[config.mk]
export PLATFORM = sky130hd
export DESIGN_NAME = tcp_out_of_order_reassembly_table_core_flat
export DESIGN_NICKNAME = d
export VERILOG_FILES = /design/src/hdl/toor_pkg.sv /design/src/hdl/toor_if.sv /design/src/hdl/tcp_out_of_order_reassembly_table_core.sv /design/src/hdl/toor_cmp.sv /design/src/hdl/toor_mem.sv /design/src/flat_wrapper.sv
export VERILOG_INCLUDE_DIRS = /design/src /design/src/hdl
export SDC_FILE = /design/constraint.sdc
export NUM_CORES = 2
export LEC_CHECK = 0
export ABC_AREA = 1
export BUFFER_PORTS_ARGS = -buffer_cell sky130_fd_sc_hd__buf_2
export CORE_ASPECT_RATIO = 2
export CORE_MARGIN = 5
export CORE_UTILIZATION = 50
export DETAILED_ROUTE_END_ITERATION = 6
export PLACE_DENSITY_LB_ADDON = 0.3
export SLEW_MARGIN = 0
export SYNTH_ARGS = -nofsm -noshare
export SYNTH_HDL_FRONTEND = slang
export SYNTH_SLANG_ARGS = --single-unit
export TNS_END_PERCENT = 1
[constraint.sdc]
create_clock -name i_clk -period 16.1 [get_ports i_clk]
set_input_delay 1.61 -clock i_clk [delete_from_list [all_inputs] [get_ports i_clk]]
set_output_delay 1.61 -clock i_clk [all_outputs]
set_load 0.02 [all_outputs]
[src/hdl/tcp_out_of_order_reassembly_table_core_macros.svh]
// Assertion macros for the reassembly table core.
`ifndef TCP_OUT_OF_ORDER_REASSEMBLY_TABLE_CORE_MACROS_SVH
`define TCP_OUT_OF_ORDER_REASSEMBLY_TABLE_CORE_MACROS_SVH

// Check that cons holds in the cycle where ante holds.
`define TOOR_ASSERT_NOW(label, ante, cons) \
    label: assert property (@(posedge i_clk) disable iff (!i_rst_n) (ante) |-> (cons)) \
        else $error("reassembly table check failed");

// Check that cons holds in the cycle after ante.
`define TOOR_ASSERT_NEXT(label, ante, cons) \
    label: assert property (@(posedge i_clk) disable iff (!i_rst_n) (ante) |=> (cons)) \
        else $error("reassembly table check failed");

`endif

[src/hdl/toor_pkg.sv]
// Types and constants shared by the reassembly table core.
`timescale 1ns / 1ps
`default_nettype none
package toor_pkg;

    localparam int MAX_PKT_LIMIT = 32'hFFFF;
    localparam int MAX_RESULTS   = 32;

    typedef enum logic [2:0] {
        ST_QUEUED = 3'd0,
        ST_DUP    = 3'd1,
        ST_OVF    = 3'd2,
        ST_DELIV  = 3'd3,
        ST_NONE   = 3'd4
    } t_status;

    typedef enum logic [3:0] {
        S_IDLE,
        S_DISP,
        S_TAIL,
        S_SRCH,
        S_PREV,
        S_SCAN,
        S_FIX,
        S_MV_RD,
        S_MV_WR,
        S_NEW,
        S_RESP,
        S_DR_CHK,
        S_DR_EV,
        S_DR_FIN
    } t_state;

    typedef struct packed {
        logic [31:0] start_seq;
        logic [31:0] end_seq;
        logic        fin;
    } t_entry;

    typedef struct packed {
        t_status     status;
        logic [31:0] out_start;
        logic [31:0] out_end;
        logic        out_fin;
        logic [31:0] total_len;
        logic [31:0] next_seq;
        logic        last;
    } t_result;

endpackage
`default_nettype wire

[src/hdl/toor_if.sv]
// Handshake channel interfaces of the reassembly table core.
`timescale 1ns / 1ps
`default_nettype none
interface toor_cmd_if;
    logic        valid;
    logic        ready;
    logic        command;
    logic [31:0] seg_start;
    logic [31:0] seg_end;
    logic        seg_fin;
    logic [31:0] expected_seq;
    modport source (output valid, command, seg_start, seg_end, seg_fin, expected_seq,
                    input ready);
    modport sink (input valid, command, seg_start, seg_end, seg_fin, expected_seq,
                  output ready);
endinterface

interface toor_res_if;
    logic        valid;
    logic        ready;
    logic [2:0]  status;
    logic [31:0] out_start;
    logic [31:0] out_end;
    logic        out_fin;
    logic [31:0] total_len;
    logic [31:0] next_seq;
    logic        last;
    modport source (output valid, status, out_start, out_end, out_fin, total_len,
                    next_seq, last, input ready);
    modport sink (input valid, status, out_start, out_end, out_fin, total_len,
                  next_seq, last, output ready);
endinterface

interface toor_cfg_if;
    logic       valid;
    logic       ready;
    logic [5:0] max_entries;
    modport source (output valid, max_entries, input ready);
    modport sink (input valid, max_entries, output ready);
endinterface
`default_nettype wire

[src/hdl/tcp_out_of_order_reassembly_table_core.sv]
// Insert: an append reads the tail and writes behind it; else search, scan, shift and write.
// Drain: entries are delivered one by one, paced by the single memory read port.
// Throughput: one item at a time; insert and drain walk the table one entry per step.
// Each mid-table move reads each shifted entry, then writes it back.
// Reset clears the entry count, head pointer and output valid; max_entries = 32.
// Entry memory is not cleared; only entries below the count are ever read.
`timescale 1ns / 1ps
`default_nettype none
`include "tcp_out_of_order_reassembly_table_core_macros.svh"
module tcp_out_of_order_reassembly_table_core
    import toor_pkg::*;
#(
    parameter int TABLE_DEPTH = 32
) (
    input  wire logic  i_clk,
    input  wire logic  i_rst_n,
    toor_cmd_if.sink   i_cmd,
    toor_res_if.source o_res,
    toor_cfg_if.sink   i_cfg
);
    localparam int AW = (TABLE_DEPTH > 1) ? $clog2(TABLE_DEPTH) : 1;
    localparam int CW = $clog2(TABLE_DEPTH + 1);

    // Map a logical position onto the circular buffer behind the head.
    function automatic logic [AW-1:0] f_phys(input logic [AW-1:0] head,
                                            input logic [CW-1:0] x);
        logic [CW:0] sum;
        sum = {{(CW + 1 - AW){1'b0}}, head} + {1'b0, x};
        if (sum >= (CW + 1)'(TABLE_DEPTH)) begin
            sum = sum - (CW + 1)'(TABLE_DEPTH);
        end
        return sum[AW-1:0];
    endfunction

    t_state      r_state, n_state;
    logic        r_drain, n_drain;
    logic [31:0] r_s, n_s;
    logic [31:0] r_e, n_e;
    logic        r_f, n_f;
    logic [31:0] r_next, n_next;
    logic [31:0] r_total, n_total;
    logic [CW-1:0] r_count, n_count;
    logic [AW-1:0] r_head, n_head;
    logic [CW-1:0] r_i, n_i;
    logic [CW-1:0] r_k, n_k;
    logic [CW-1:0] r_src, n_src;
    logic [CW-1:0] r_dst, n_dst;
    logic [CW-1:0] r_newcnt, n_newcnt;
    logic        r_up, n_up;
    logic        r_trunc, n_trunc;
    logic        r_modk, n_modk;
    t_entry      r_prev, n_prev;
    t_status     r_status, n_status;
    logic [5:0]  r_n, n_n;
    logic        r_have, n_have;
    t_result     r_pend, n_pend;
    t_result     r_out, n_out;
    logic        r_ovalid, n_ovalid;
    logic [5:0]  r_max;

    logic          w_we, w_re;
    logic [AW-1:0] w_waddr, w_raddr;
    t_entry        w_wdata, w_rd;
    logic [31:0]   w_a0, w_b0, w_a1, w_b1;
    logic          w_lt0, w_lt1;
    logic [31:0]   w_limit;
    logic          w_full;
    logic          w_free;
    logic          w_ov;
    logic [CW-1:0] w_tail;
    logic [31:0]   w_len;
    t_entry        w_new;
    t_entry        w_mv;

    toor_mem #(.DEPTH(TABLE_DEPTH), .AW(AW)) u_mem (
        .i_clk   (i_clk),
        .i_we    (w_we),
        .i_waddr (w_waddr),
        .i_wdata (w_wdata),
        .i_re    (w_re),
        .i_raddr (w_raddr),
        .o_rdata (w_rd)
    );

    toor_cmp u_cmp (
        .i_a0  (w_a0),
        .i_b0  (w_b0),
        .i_a1  (w_a1),
        .i_b1  (w_b1),
        .o_lt0 (w_lt0),
        .o_lt1 (w_lt1)
    );

    // Effective entry limit: smallest of the register, the packet cap and the depth.
    always_comb begin
        w_limit = 32'(r_max);
        if (w_limit > 32'(MAX_PKT_LIMIT)) begin
            w_limit = 32'(MAX_PKT_LIMIT);
        end
        if (w_limit > 32'(TABLE_DEPTH)) begin
            w_limit = 32'(TABLE_DEPTH);
        end
    end

    assign w_full = 32'(r_count) >= w_limit;
    assign w_free = !r_ovalid || o_res.ready;
    assign w_ov   = (r_i != '0) && !w_lt0;
    assign w_tail = r_trunc ? '0 : (r_count - r_k);
    assign w_len  = w_rd.end_seq - w_rd.start_seq;
    assign w_new  = '{start_seq: r_s, end_seq: r_e, fin: r_f};

    // Moved entry; the first entry after the covered run gets its head trimmed.
    always_comb begin
        w_mv = w_rd;
        if (r_modk && (r_src == r_k)) begin
            w_mv.start_seq = r_e;
        end
    end

    // Steer the shared compare unit by step.
    always_comb begin
        w_a0 = r_s;
        w_b0 = w_rd.end_seq;
        w_a1 = r_prev.end_seq;
        w_b1 = r_e;
        case (r_state)
            S_TAIL: begin
                w_a0 = r_s;
                w_b0 = w_rd.end_seq;
            end
            S_SRCH: begin
                w_a0 = w_rd.start_seq;
                w_b0 = r_s;
            end
            S_PREV: begin
                w_a0 = r_prev.end_seq;
                w_b0 = r_s;
                w_a1 = r_prev.end_seq;
                w_b1 = r_e;
            end
            S_SCAN: begin
                w_a0 = w_rd.start_seq;
                w_b0 = r_e;
                w_a1 = r_e;
                w_b1 = w_rd.end_seq;
            end
            S_DR_EV: begin
                w_a0 = r_next;
                w_b0 = w_rd.start_seq;
            end
            default: begin
                w_a0 = r_s;
                w_b0 = w_rd.end_seq;
            end
        endcase
    end

    // Next state.
    always_comb begin
        n_state = r_state;
        case (r_state)
            S_IDLE: begin
                if (i_cmd.valid) begin
                    n_state = S_DISP;
                end
            end
            S_DISP: begin
                if (r_drain) begin
                    n_state = S_DR_CHK;
                end else if (w_full || (r_count == '0)) begin
                    n_state = S_RESP;
                end else begin
                    n_state = S_TAIL;
                end
            end
            S_TAIL: begin
                n_state = w_lt0 ? S_SRCH : S_RESP;
            end
            S_SRCH: begin
                if (!w_lt0 || ((r_i + CW'(1)) == r_count)) begin
                    n_state = S_PREV;
                end
            end
            S_PREV: begin
                if (w_ov && (!w_lt1 || r_prev.fin)) begin
                    n_state = S_RESP;
                end else if (r_i < r_count) begin
                    n_state = S_SCAN;
                end else begin
                    n_state = S_FIX;
                end
            end
            S_SCAN: begin
                if (w_lt0 && !w_lt1 && ((r_k + CW'(1)) != r_count)) begin
                    n_state = S_SCAN;
                end else begin
                    n_state = S_FIX;
                end
            end
            S_FIX: begin
                if ((w_tail == '0) || ((r_k == (r_i + CW'(1))) && !r_modk)) begin
                    n_state = S_NEW;
                end else begin
                    n_state = S_MV_RD;
                end
            end
            S_MV_RD: begin
                n_state = S_MV_WR;
            end
            S_MV_WR: begin
                if (r_up ? (r_src == r_k) : ((r_src + CW'(1)) == r_count)) begin
                    n_state = S_NEW;
                end else begin
                    n_state = S_MV_RD;
                end
            end
            S_NEW: begin
                n_state = S_RESP;
            end
            S_RESP: begin
                if (w_free) begin
                    n_state = S_IDLE;
                end
            end
            S_DR_CHK: begin
                if ((r_count == '0) || (r_n == 6'(MAX_RESULTS))) begin
                    n_state = S_DR_FIN;
                end else begin
                    n_state = S_DR_EV;
                end
            end
            S_DR_EV: begin
                if (w_lt0) begin
                    n_state = S_DR_FIN;
                end else if (!r_have || w_free) begin
                    n_state = S_DR_CHK;
                end
            end
            S_DR_FIN: begin
                if (w_free) begin
                    n_state = S_IDLE;
                end
            end
            default: begin
                n_state = S_IDLE;
            end
        endcase
    end

    // Datapath, memory port and output register updates.
    always_comb begin
        n_drain  = r_drain;
        n_s      = r_s;
        n_e      = r_e;
        n_f      = r_f;
        n_next   = r_next;
        n_total  = r_total;
        n_count  = r_count;
        n_head   = r_head;
        n_i      = r_i;
        n_k      = r_k;
        n_src    = r_src;
        n_dst    = r_dst;
        n_newcnt = r_newcnt;
        n_up     = r_up;
        n_trunc  = r_trunc;
        n_modk   = r_modk;
        n_prev   = r_prev;
        n_status = r_status;
        n_n      = r_n;
        n_have   = r_have;
        n_pend   = r_pend;
        n_out    = r_out;
        n_ovalid = r_ovalid && !o_res.ready;
        w_we     = 1'b0;
        w_waddr  = f_phys(r_head, r_i);
        w_wdata  = w_new;
        w_re     = 1'b0;
        w_raddr  = f_phys(r_head, r_i);
        case (r_state)
            S_IDLE: begin
                // Latch the item.
                if (i_cmd.valid) begin
                    n_drain = i_cmd.command;
                    n_s     = i_cmd.seg_start;
                    n_e     = i_cmd.seg_end;
                    n_f     = i_cmd.seg_fin;
                    n_next  = i_cmd.expected_seq;
                end
            end
            S_DISP: begin
                if (r_drain) begin
                    n_total = '0;
                    n_n     = '0;
                    n_have  = 1'b0;
                end else if (w_full) begin
                    // Flush the whole table.
                    n_count  = '0;
                    n_status = ST_OVF;
                end else if (r_count == '0) begin
                    w_we     = 1'b1;
                    w_waddr  = f_phys(r_head, '0);
                    n_count  = CW'(1);
                    n_status = ST_QUEUED;
                end else begin
                    w_re    = 1'b1;
                    w_raddr = f_phys(r_head, r_count - CW'(1));
                end
            end
            S_TAIL: begin
                if (!w_lt0) begin
                    // Segment starts at or past the tail end: append unless tail has FIN.
                    if (w_rd.fin) begin
                        n_status = ST_DUP;
                    end else begin
                        w_we     = 1'b1;
                        w_waddr  = f_phys(r_head, r_count);
                        n_count  = r_count + CW'(1);
                        n_status = ST_QUEUED;
                    end
                end else begin
                    n_i     = '0;
                    w_re    = 1'b1;
                    w_raddr = f_phys(r_head, '0);
                end
            end
            S_SRCH: begin
                // Advance past entries that start before the segment.
                if (w_lt0) begin
                    n_prev = w_rd;
                    n_i    = r_i + CW'(1);
                    if ((r_i + CW'(1)) != r_count) begin
                        w_re    = 1'b1;
                        w_raddr = f_phys(r_head, r_i + CW'(1));
                    end
                end
            end
            S_PREV: begin
                n_k     = r_i;
                n_trunc = 1'b0;
                n_modk  = 1'b0;
                if (w_ov && !w_lt1) begin
                    // Segment lies inside the previous entry.
                    if (!r_f) begin
                        n_status = ST_DUP;
                    end else begin
                        w_we     = 1'b1;
                        w_waddr  = f_phys(r_head, r_i - CW'(1));
                        w_wdata  = '{start_seq: r_prev.start_seq, end_seq: r_e, fin: 1'b1};
                        n_count  = r_i;
                        n_status = ST_QUEUED;
                    end
                end else if (w_ov && r_prev.fin) begin
                    n_status = ST_DUP;
                end else begin
                    if (w_ov) begin
                        // Trim the previous entry's tail.
                        w_we    = 1'b1;
                        w_waddr = f_phys(r_head, r_i - CW'(1));
                        w_wdata = '{start_seq: r_prev.start_seq, end_seq: r_s,
                                    fin: r_prev.fin};
                    end
                    if (r_i < r_count) begin
                        w_re    = 1'b1;
                        w_raddr = f_phys(r_head, r_i);
                    end
                end
            end
            S_SCAN: begin
                if (!w_lt0) begin
                    // Segment ends before this entry: FIN drops the rest.
                    n_trunc = r_f;
                end else if (!w_lt1) begin
                    // Fully covered: drop it, carry its FIN over.
                    if (w_rd.fin) begin
                        n_e = w_rd.end_seq;
                        n_f = 1'b1;
                    end
                    n_k = r_k + CW'(1);
                    if ((r_k + CW'(1)) != r_count) begin
                        w_re    = 1'b1;
                        w_raddr = f_phys(r_head, r_k + CW'(1));
                    end
                end else begin
                    n_trunc = r_f;
                    n_modk  = !r_f;
                end
            end
            S_FIX: begin
                n_newcnt = r_i + CW'(1) + w_tail;
                if (r_k == r_i) begin
                    n_up  = 1'b1;
                    n_src = r_count - CW'(1);
                    n_dst = r_count;
                end else begin
                    n_up  = 1'b0;
                    n_src = r_k;
                    n_dst = r_i + CW'(1);
                end
            end
            S_MV_RD: begin
                w_re    = 1'b1;
                w_raddr = f_phys(r_head, r_src);
            end
            S_MV_WR: begin
                w_we    = 1'b1;
                w_waddr = f_phys(r_head, r_dst);
                w_wdata = w_mv;
                if (r_up) begin
                    n_src = r_src - CW'(1);
                    n_dst = r_dst - CW'(1);
                end else begin
                    n_src = r_src + CW'(1);
                    n_dst = r_dst + CW'(1);
                end
            end
            S_NEW: begin
                w_we     = 1'b1;
                w_waddr  = f_phys(r_head, r_i);
                n_count  = r_newcnt;
                n_status = ST_QUEUED;
            end
            S_RESP: begin
                if (w_free) begin
                    n_ovalid = 1'b1;
                    n_out    = '{status: r_status, out_start: '0, out_end: '0,
                                 out_fin: 1'b0, total_len: '0, next_seq: '0, last: 1'b1};
                end
            end
            S_DR_CHK: begin
                if ((r_count != '0) && (r_n != 6'(MAX_RESULTS))) begin
                    w_re    = 1'b1;
                    w_raddr = f_phys(r_head, '0);
                end
            end
            S_DR_EV: begin
                // Pop the head; hold it back until the next one decides last.
                if (!w_lt0 && (!r_have || w_free)) begin
                    if (r_have) begin
                        n_ovalid = 1'b1;
                        n_out    = r_pend;
                    end
                    n_pend  = '{status: ST_DELIV, out_start: w_rd.start_seq,
                                out_end: w_rd.end_seq, out_fin: w_rd.fin,
                                total_len: r_total + w_len, next_seq: r_next + w_len,
                                last: 1'b0};
                    n_total = r_total + w_len;
                    n_next  = r_next + w_len;
                    n_have  = 1'b1;
                    n_n     = r_n + 6'd1;
                    n_head  = f_phys(r_head, CW'(1));
                    n_count = r_count - CW'(1);
                end
            end
            S_DR_FIN: begin
                if (w_free) begin
                    n_ovalid = 1'b1;
                    if (r_have) begin
                        n_out      = r_pend;
                        n_out.last = 1'b1;
                    end else begin
                        n_out = '{status: ST_NONE, out_start: '0, out_end: '0,
                                  out_fin: 1'b0, total_len: '0, next_seq: r_next,
                                  last: 1'b1};
                    end
                end
            end
            default: begin
                n_ovalid = r_ovalid && !o_res.ready;
            end
        endcase
    end

    always_ff @(posedge i_clk) begin
        if (!i_rst_n) begin
            r_state  <= S_IDLE;
            r_count  <= '0;
            r_head   <= '0;
            r_ovalid <= 1'b0;
            r_have   <= 1'b0;
            r_n      <= '0;
            r_max    <= 6'd32;
        end else begin
            r_state  <= n_state;
            r_count  <= n_count;
            r_head   <= n_head;
            r_ovalid <= n_ovalid;
            r_have   <= n_have;
            r_n      <= n_n;
            if (i_cfg.valid) begin
                r_max <= i_cfg.max_entries;
            end
        end
    end

    always_ff @(posedge i_clk) begin
        r_drain  <= n_drain;
        r_s      <= n_s;
        r_e      <= n_e;
        r_f      <= n_f;
        r_next   <= n_next;
        r_total  <= n_total;
        r_i      <= n_i;
        r_k      <= n_k;
        r_src    <= n_src;
        r_dst    <= n_dst;
        r_newcnt <= n_newcnt;
        r_up     <= n_up;
        r_trunc  <= n_trunc;
        r_modk   <= n_modk;
        r_prev   <= n_prev;
        r_status <= n_status;
        r_pend   <= n_pend;
        r_out    <= n_out;
    end

    // Ports.
    assign i_cmd.ready     = (r_state == S_IDLE);
    assign i_cfg.ready     = 1'b1;
    assign o_res.valid     = r_ovalid;
    assign o_res.status    = r_out.status;
    assign o_res.out_start = r_out.out_start;
    assign o_res.out_end   = r_out.out_end;
    assign o_res.out_fin   = r_out.out_fin;
    assign o_res.total_len = r_out.total_len;
    assign o_res.next_seq  = r_out.next_seq;
    assign o_res.last      = r_out.last;

    `TOOR_ASSERT_NOW(a_count_fits, 1'b1, r_count <= CW'(TABLE_DEPTH))
    `TOOR_ASSERT_NEXT(a_flush_on_full, (r_state == S_DISP) && !r_drain && w_full, r_count == '0)
    `TOOR_ASSERT_NOW(a_drain_cap, 1'b1, r_n <= 6'(MAX_RESULTS))
endmodule
`default_nettype wire

[src/hdl/toor_cmp.sv]
// Shared wrapping sequence compare unit: two a < b tests mod 2^32.
`timescale 1ns / 1ps
`default_nettype none
module toor_cmp (
    input  wire logic [31:0] i_a0,
    input  wire logic [31:0] i_b0,
    input  wire logic [31:0] i_a1,
    input  wire logic [31:0] i_b1,
    output logic             o_lt0,
    output logic             o_lt1
);
    logic [31:0] w_d0;
    logic [31:0] w_d1;

    // a precedes b when the difference has its top bit set
    assign w_d0  = i_a0 - i_b0;
    assign w_d1  = i_a1 - i_b1;
    assign o_lt0 = w_d0[31];
    assign o_lt1 = w_d1[31];
endmodule
`default_nettype wire

[src/hdl/toor_mem.sv]
// Entry memory: one write port, one registered read port.
`timescale 1ns / 1ps
`default_nettype none
module toor_mem
    import toor_pkg::*;
#(
    parameter int DEPTH = 32,
    parameter int AW    = 5
) (
    input  wire logic          i_clk,
    input  wire logic          i_we,
    input  wire logic [AW-1:0] i_waddr,
    input  wire t_entry        i_wdata,
    input  wire logic          i_re,
    input  wire logic [AW-1:0] i_raddr,
    output t_entry             o_rdata
);
    t_entry r_mem [DEPTH];
    t_entry r_rdata;

    always_ff @(posedge i_clk) begin
        if (i_we) begin
            r_mem[i_waddr] <= i_wdata;
        end
        if (i_re) begin
            r_rdata <= r_mem[i_raddr];
        end
    end

    assign o_rdata = r_rdata;
endmodule
`default_nettype wire
[src/flat_wrapper.sv]
// flat-port wrapper written by rule: the top's interface ports become plain ports
module tcp_out_of_order_reassembly_table_core_flat import toor_pkg::*;
#(
    parameter int TABLE_DEPTH = 32
)
  (i_clk, i_rst_n, i_cmd_valid, i_cmd_command, i_cmd_seg_start, i_cmd_seg_end, i_cmd_seg_fin, i_cmd_expected_seq, i_cmd_ready, o_res_valid, o_res_status, o_res_out_start, o_res_out_end, o_res_out_fin, o_res_total_len, o_res_next_seq, o_res_last, o_res_ready, i_cfg_valid, i_cfg_max_entries, i_cfg_ready);
  toor_cmd_if i_cmd_i ();
  toor_res_if o_res_i ();
  toor_cfg_if i_cfg_i ();
  input  wire logic i_clk;
  input  wire logic i_rst_n;
  input wire logic [$bits(i_cmd_i.valid)-1:0] i_cmd_valid;
  input wire logic [$bits(i_cmd_i.command)-1:0] i_cmd_command;
  input wire logic [$bits(i_cmd_i.seg_start)-1:0] i_cmd_seg_start;
  input wire logic [$bits(i_cmd_i.seg_end)-1:0] i_cmd_seg_end;
  input wire logic [$bits(i_cmd_i.seg_fin)-1:0] i_cmd_seg_fin;
  input wire logic [$bits(i_cmd_i.expected_seq)-1:0] i_cmd_expected_seq;
  output wire logic [$bits(i_cmd_i.ready)-1:0] i_cmd_ready;
  output wire logic [$bits(o_res_i.valid)-1:0] o_res_valid;
  output wire logic [$bits(o_res_i.status)-1:0] o_res_status;
  output wire logic [$bits(o_res_i.out_start)-1:0] o_res_out_start;
  output wire logic [$bits(o_res_i.out_end)-1:0] o_res_out_end;
  output wire logic [$bits(o_res_i.out_fin)-1:0] o_res_out_fin;
  output wire logic [$bits(o_res_i.total_len)-1:0] o_res_total_len;
  output wire logic [$bits(o_res_i.next_seq)-1:0] o_res_next_seq;
  output wire logic [$bits(o_res_i.last)-1:0] o_res_last;
  input wire logic [$bits(o_res_i.ready)-1:0] o_res_ready;
  input wire logic [$bits(i_cfg_i.valid)-1:0] i_cfg_valid;
  input wire logic [$bits(i_cfg_i.max_entries)-1:0] i_cfg_max_entries;
  output wire logic [$bits(i_cfg_i.ready)-1:0] i_cfg_ready;
  assign i_cmd_i.valid = i_cmd_valid;
  assign i_cmd_i.command = i_cmd_command;
  assign i_cmd_i.seg_start = i_cmd_seg_start;
  assign i_cmd_i.seg_end = i_cmd_seg_end;
  assign i_cmd_i.seg_fin = i_cmd_seg_fin;
  assign i_cmd_i.expected_seq = i_cmd_expected_seq;
  assign i_cmd_ready = i_cmd_i.ready;
  assign o_res_valid = o_res_i.valid;
  assign o_res_status = o_res_i.status;
  assign o_res_out_start = o_res_i.out_start;
  assign o_res_out_end = o_res_i.out_end;
  assign o_res_out_fin = o_res_i.out_fin;
  assign o_res_total_len = o_res_i.total_len;
  assign o_res_next_seq = o_res_i.next_seq;
  assign o_res_last = o_res_i.last;
  assign o_res_i.ready = o_res_ready;
  assign i_cfg_i.valid = i_cfg_valid;
  assign i_cfg_i.max_entries = i_cfg_max_entries;
  assign i_cfg_ready = i_cfg_i.ready;
  tcp_out_of_order_reassembly_table_core #(.TABLE_DEPTH(TABLE_DEPTH)) u_core (.i_clk(i_clk), .i_rst_n(i_rst_n), .i_cmd(i_cmd_i), .o_res(o_res_i), .i_cfg(i_cfg_i));
endmodule
==> impl_metrics.toml <==
[outcome]
status = "finished with violations"
failed_checks = "design-rule violations"

[grt]
grt_max_degree = 195
antenna_found_initial = 18
overflow = 0
grt_pass1_wl_um = 592400
track_usage = 0.3064
grt_pass1_vias = 90237

[clock_tree]
cts_tree = "done"
cts_inserted_buffers = 227
hold_buffers = 0
cts_resized = 0
clk_latency_ps = 910
post_cts_buffers = 0
cts_num_sinks = 2665
path_clk_slew_ps = 80
root_buffer = "clkbuf_16"
cts_buffer_depth = 4
cts_max_level = 4

[synthesis]
synthTopCellsByCount = "3,890 x nand2_1, 2,636 x edfxtp_1, 867 x nand3_1, 867 x nand4_1, 727 x inv_1"
syn-num-nets = 12100
yosysMostFrequentCell = "nand2_1"
syn_inst = 11757
syn_area_per_cell_um2 = 10.47
synth_cell_type_count = 61
yosys_warnings = 0
yosysTopAreaCell = "edfxtp_1"
synth_area_um2 = 123100
synth-seq-cells = 2665
yosysTopAreaCellShare = 0.6431
synth_edf_count = 2636
synth-main-ff-cell = "edfxtp_1"
synth_area_leaders = "edfxtp_1 64%, nand2_1 12%, nand4_1 4.4%"
async_reset_ff_frac = 0
ys_seq_area_frac = 0.6478

[floorplanning]
die_w_um = 360.8
start_util = 0.5023
num_io_pins = 245
coreArea_um2 = 245000
fp-row-count = 257
dieHeight_um = 711.7
dieArea_um2 = 256800

[worst_setup_path]
criticalPathCategory = "register to register"
critical_path.most_common_cell = "nand2_1"
cp.required_ps = 16880
arrival_ps = 10240
cp-start-kind = "register"
critPathMaxStageDelay_ps = 850
crit_path_end_kind = "register"
cp_slowest_cell = "nand2_1"
path_max_fanout = 184

[routing]
wirelength_um = 406500
drc_errors = 11
drt.antenna.violating_nets = 0
viasPerCell = 6.119
wl_per_cell_um = 26.91
first_pass_iters = 7
drt_iter0_markers = 11035
dr_total_vias = 92416

[final_layout]
nets = 12019
drive_gt1_frac = 0.07981
area_delta_synth_final_pct = 9.757

[timing]
final.setup.worst_slack_ps = 6636
rsz0062_at_grt = "no"
clock_skew_ps = 88.79
fin_crit_sh = 0.5878
period_minus_slack_ps = 9464
finalHoldViolations = 0
slew_viol_final = 0
slew_headroom = 0.09715
finalSetupTns_ps = 0
fmax_mhz = 105.7
worstMarginPinSlew_ps = 1345
setup_viol = 0

[place]
dp_hpwl_um = 248000
gp_congestion = 0.9426
io_buffers = 243
dp_slack_ps = 6840

[worst_hold_path]
hold_path_class = "register to register"

[flow_run]
maxCapViolations = 0
-- sequential cells by signal, indices dropped and copies added (netlist names), 5 cells and up --
| register | cells |
|---|---|
| u_core.o_res.total_len | 32 |
| u_core.r_total | 32 |
| u_core.r_next | 32 |
| u_core.r_dst | 5 |
| u_core.r_pend | 129 |
| u_core.u_mem.o_rdata | 65 |
| u_core.o_res.out_end | 32 |
| u_core.r_n | 6 |
| u_core.u_mem.r_mem | 2080 |
| u_core.r_newcnt | 6 |
| u_core.r_head | 5 |
| u_core.r_k | 6 |
| u_core.r_e | 32 |
| u_core.r_s | 32 |
| u_core.o_res.out_start | 32 |
| u_core.o_res.next_seq | 32 |
| u_core.r_prev | 65 |
| u_core.r_count | 6 |
| u_core.r_max | 6 |
| u_core.r_src | 6 |
| u_core.r_i | 6 |
-- metal layers --
layer	up-vias	track usage	part of all wire
li1	40935	-	-
met1	44691	0.3582	0.34
met2	5484	0.5263	0.49
met3	1302	0.04260	0.087
met4	4	0.2040	0.078
met5	-	0	0.000057
-- logic make-up (layout without fill, tap and decap cells) --
kind of cell	count (synthesis)	count (layout)	synth area share
buffers and inverters	1516	1612	0.05140
other	1	13	0.00003047
multiplexers	1	1	0.00009148
adder cells (fa/ha/maj)	234	234	0.02464
flip-flops	2665	2665	0.6478
XOR/XNOR	161	161	0.01146
AND/OR/NAND/NOR	6055	6055	0.2128
AO/OA/AOI/OAI	1124	1124	0.05178
-- path summary, 6_finish.rpt --
path         cells after the start  slack, ps                       end         startpoint
min reg2reg                      2        510             u_core.r_n[1]      u_core.r_n[1]
max                             27       6640  u_core.u_mem.o_rdata[23]  u_core.r_state[1]
max reg2reg                     27       6640  u_core.u_mem.o_rdata[23]  u_core.r_state[1]
min                              2        510             u_core.r_n[1]      u_core.r_n[1]
-- cell usage in the layout (no fill, tap or decap), types with 203 or more instances in the layout --
cell type	netlist	final
a21oi_1	291	291
nor2_1	356	318
nand2_1	3890	3884
nand3_1	867	865
inv_1	727	725
buf_4	51	203
ha_1	220	220
buf_2	286	243
o21ai_0	445	445
clkbuf_16	0	230
nand4_1	867	867
edfxtp_1	2636	2636
-- critical path, delay by kind of cell, from the launching register on --
kind | cells | cell delay (ps)
adder cells (fa/ha/maj) | 1 | 320
AND/OR/NAND/NOR | 19 | 4940
buffers and inverters | 5 | 2890
flip-flops | 1 | 510
AO/OA/AOI/OAI | 2 | 250
-- through the flow --
step,utilization,instance area [µm²],instances,hold slack [ps]
global placement,0.5208,127600,14684,487.2
detailed placement,0.5208,127600,14684,494.7
CTS,0.5512,135100,15090,504.9
global route,0.5513,135100,15095,533.4
floorplan,-,123100,11757,462.9
finish,0.5514,135100,15102,506.2
-- cell type report --
type,instances,area (µm²)
Timing Repair Buffer,460,3020
Antenna cell,12,30.03
Clock buffer,256,5853
Fill cell,20721,109900
Inverter,746,2819
Sequential cell,2665,79740
Multi-Input combinational cell,7576,37990
Tap cell,3237,4050
Clock inverter,150,1603
Power is left out: the tool's default activity adds up to more than one toggle a clock period on the data nets, which glitch-free logic cannot reach.
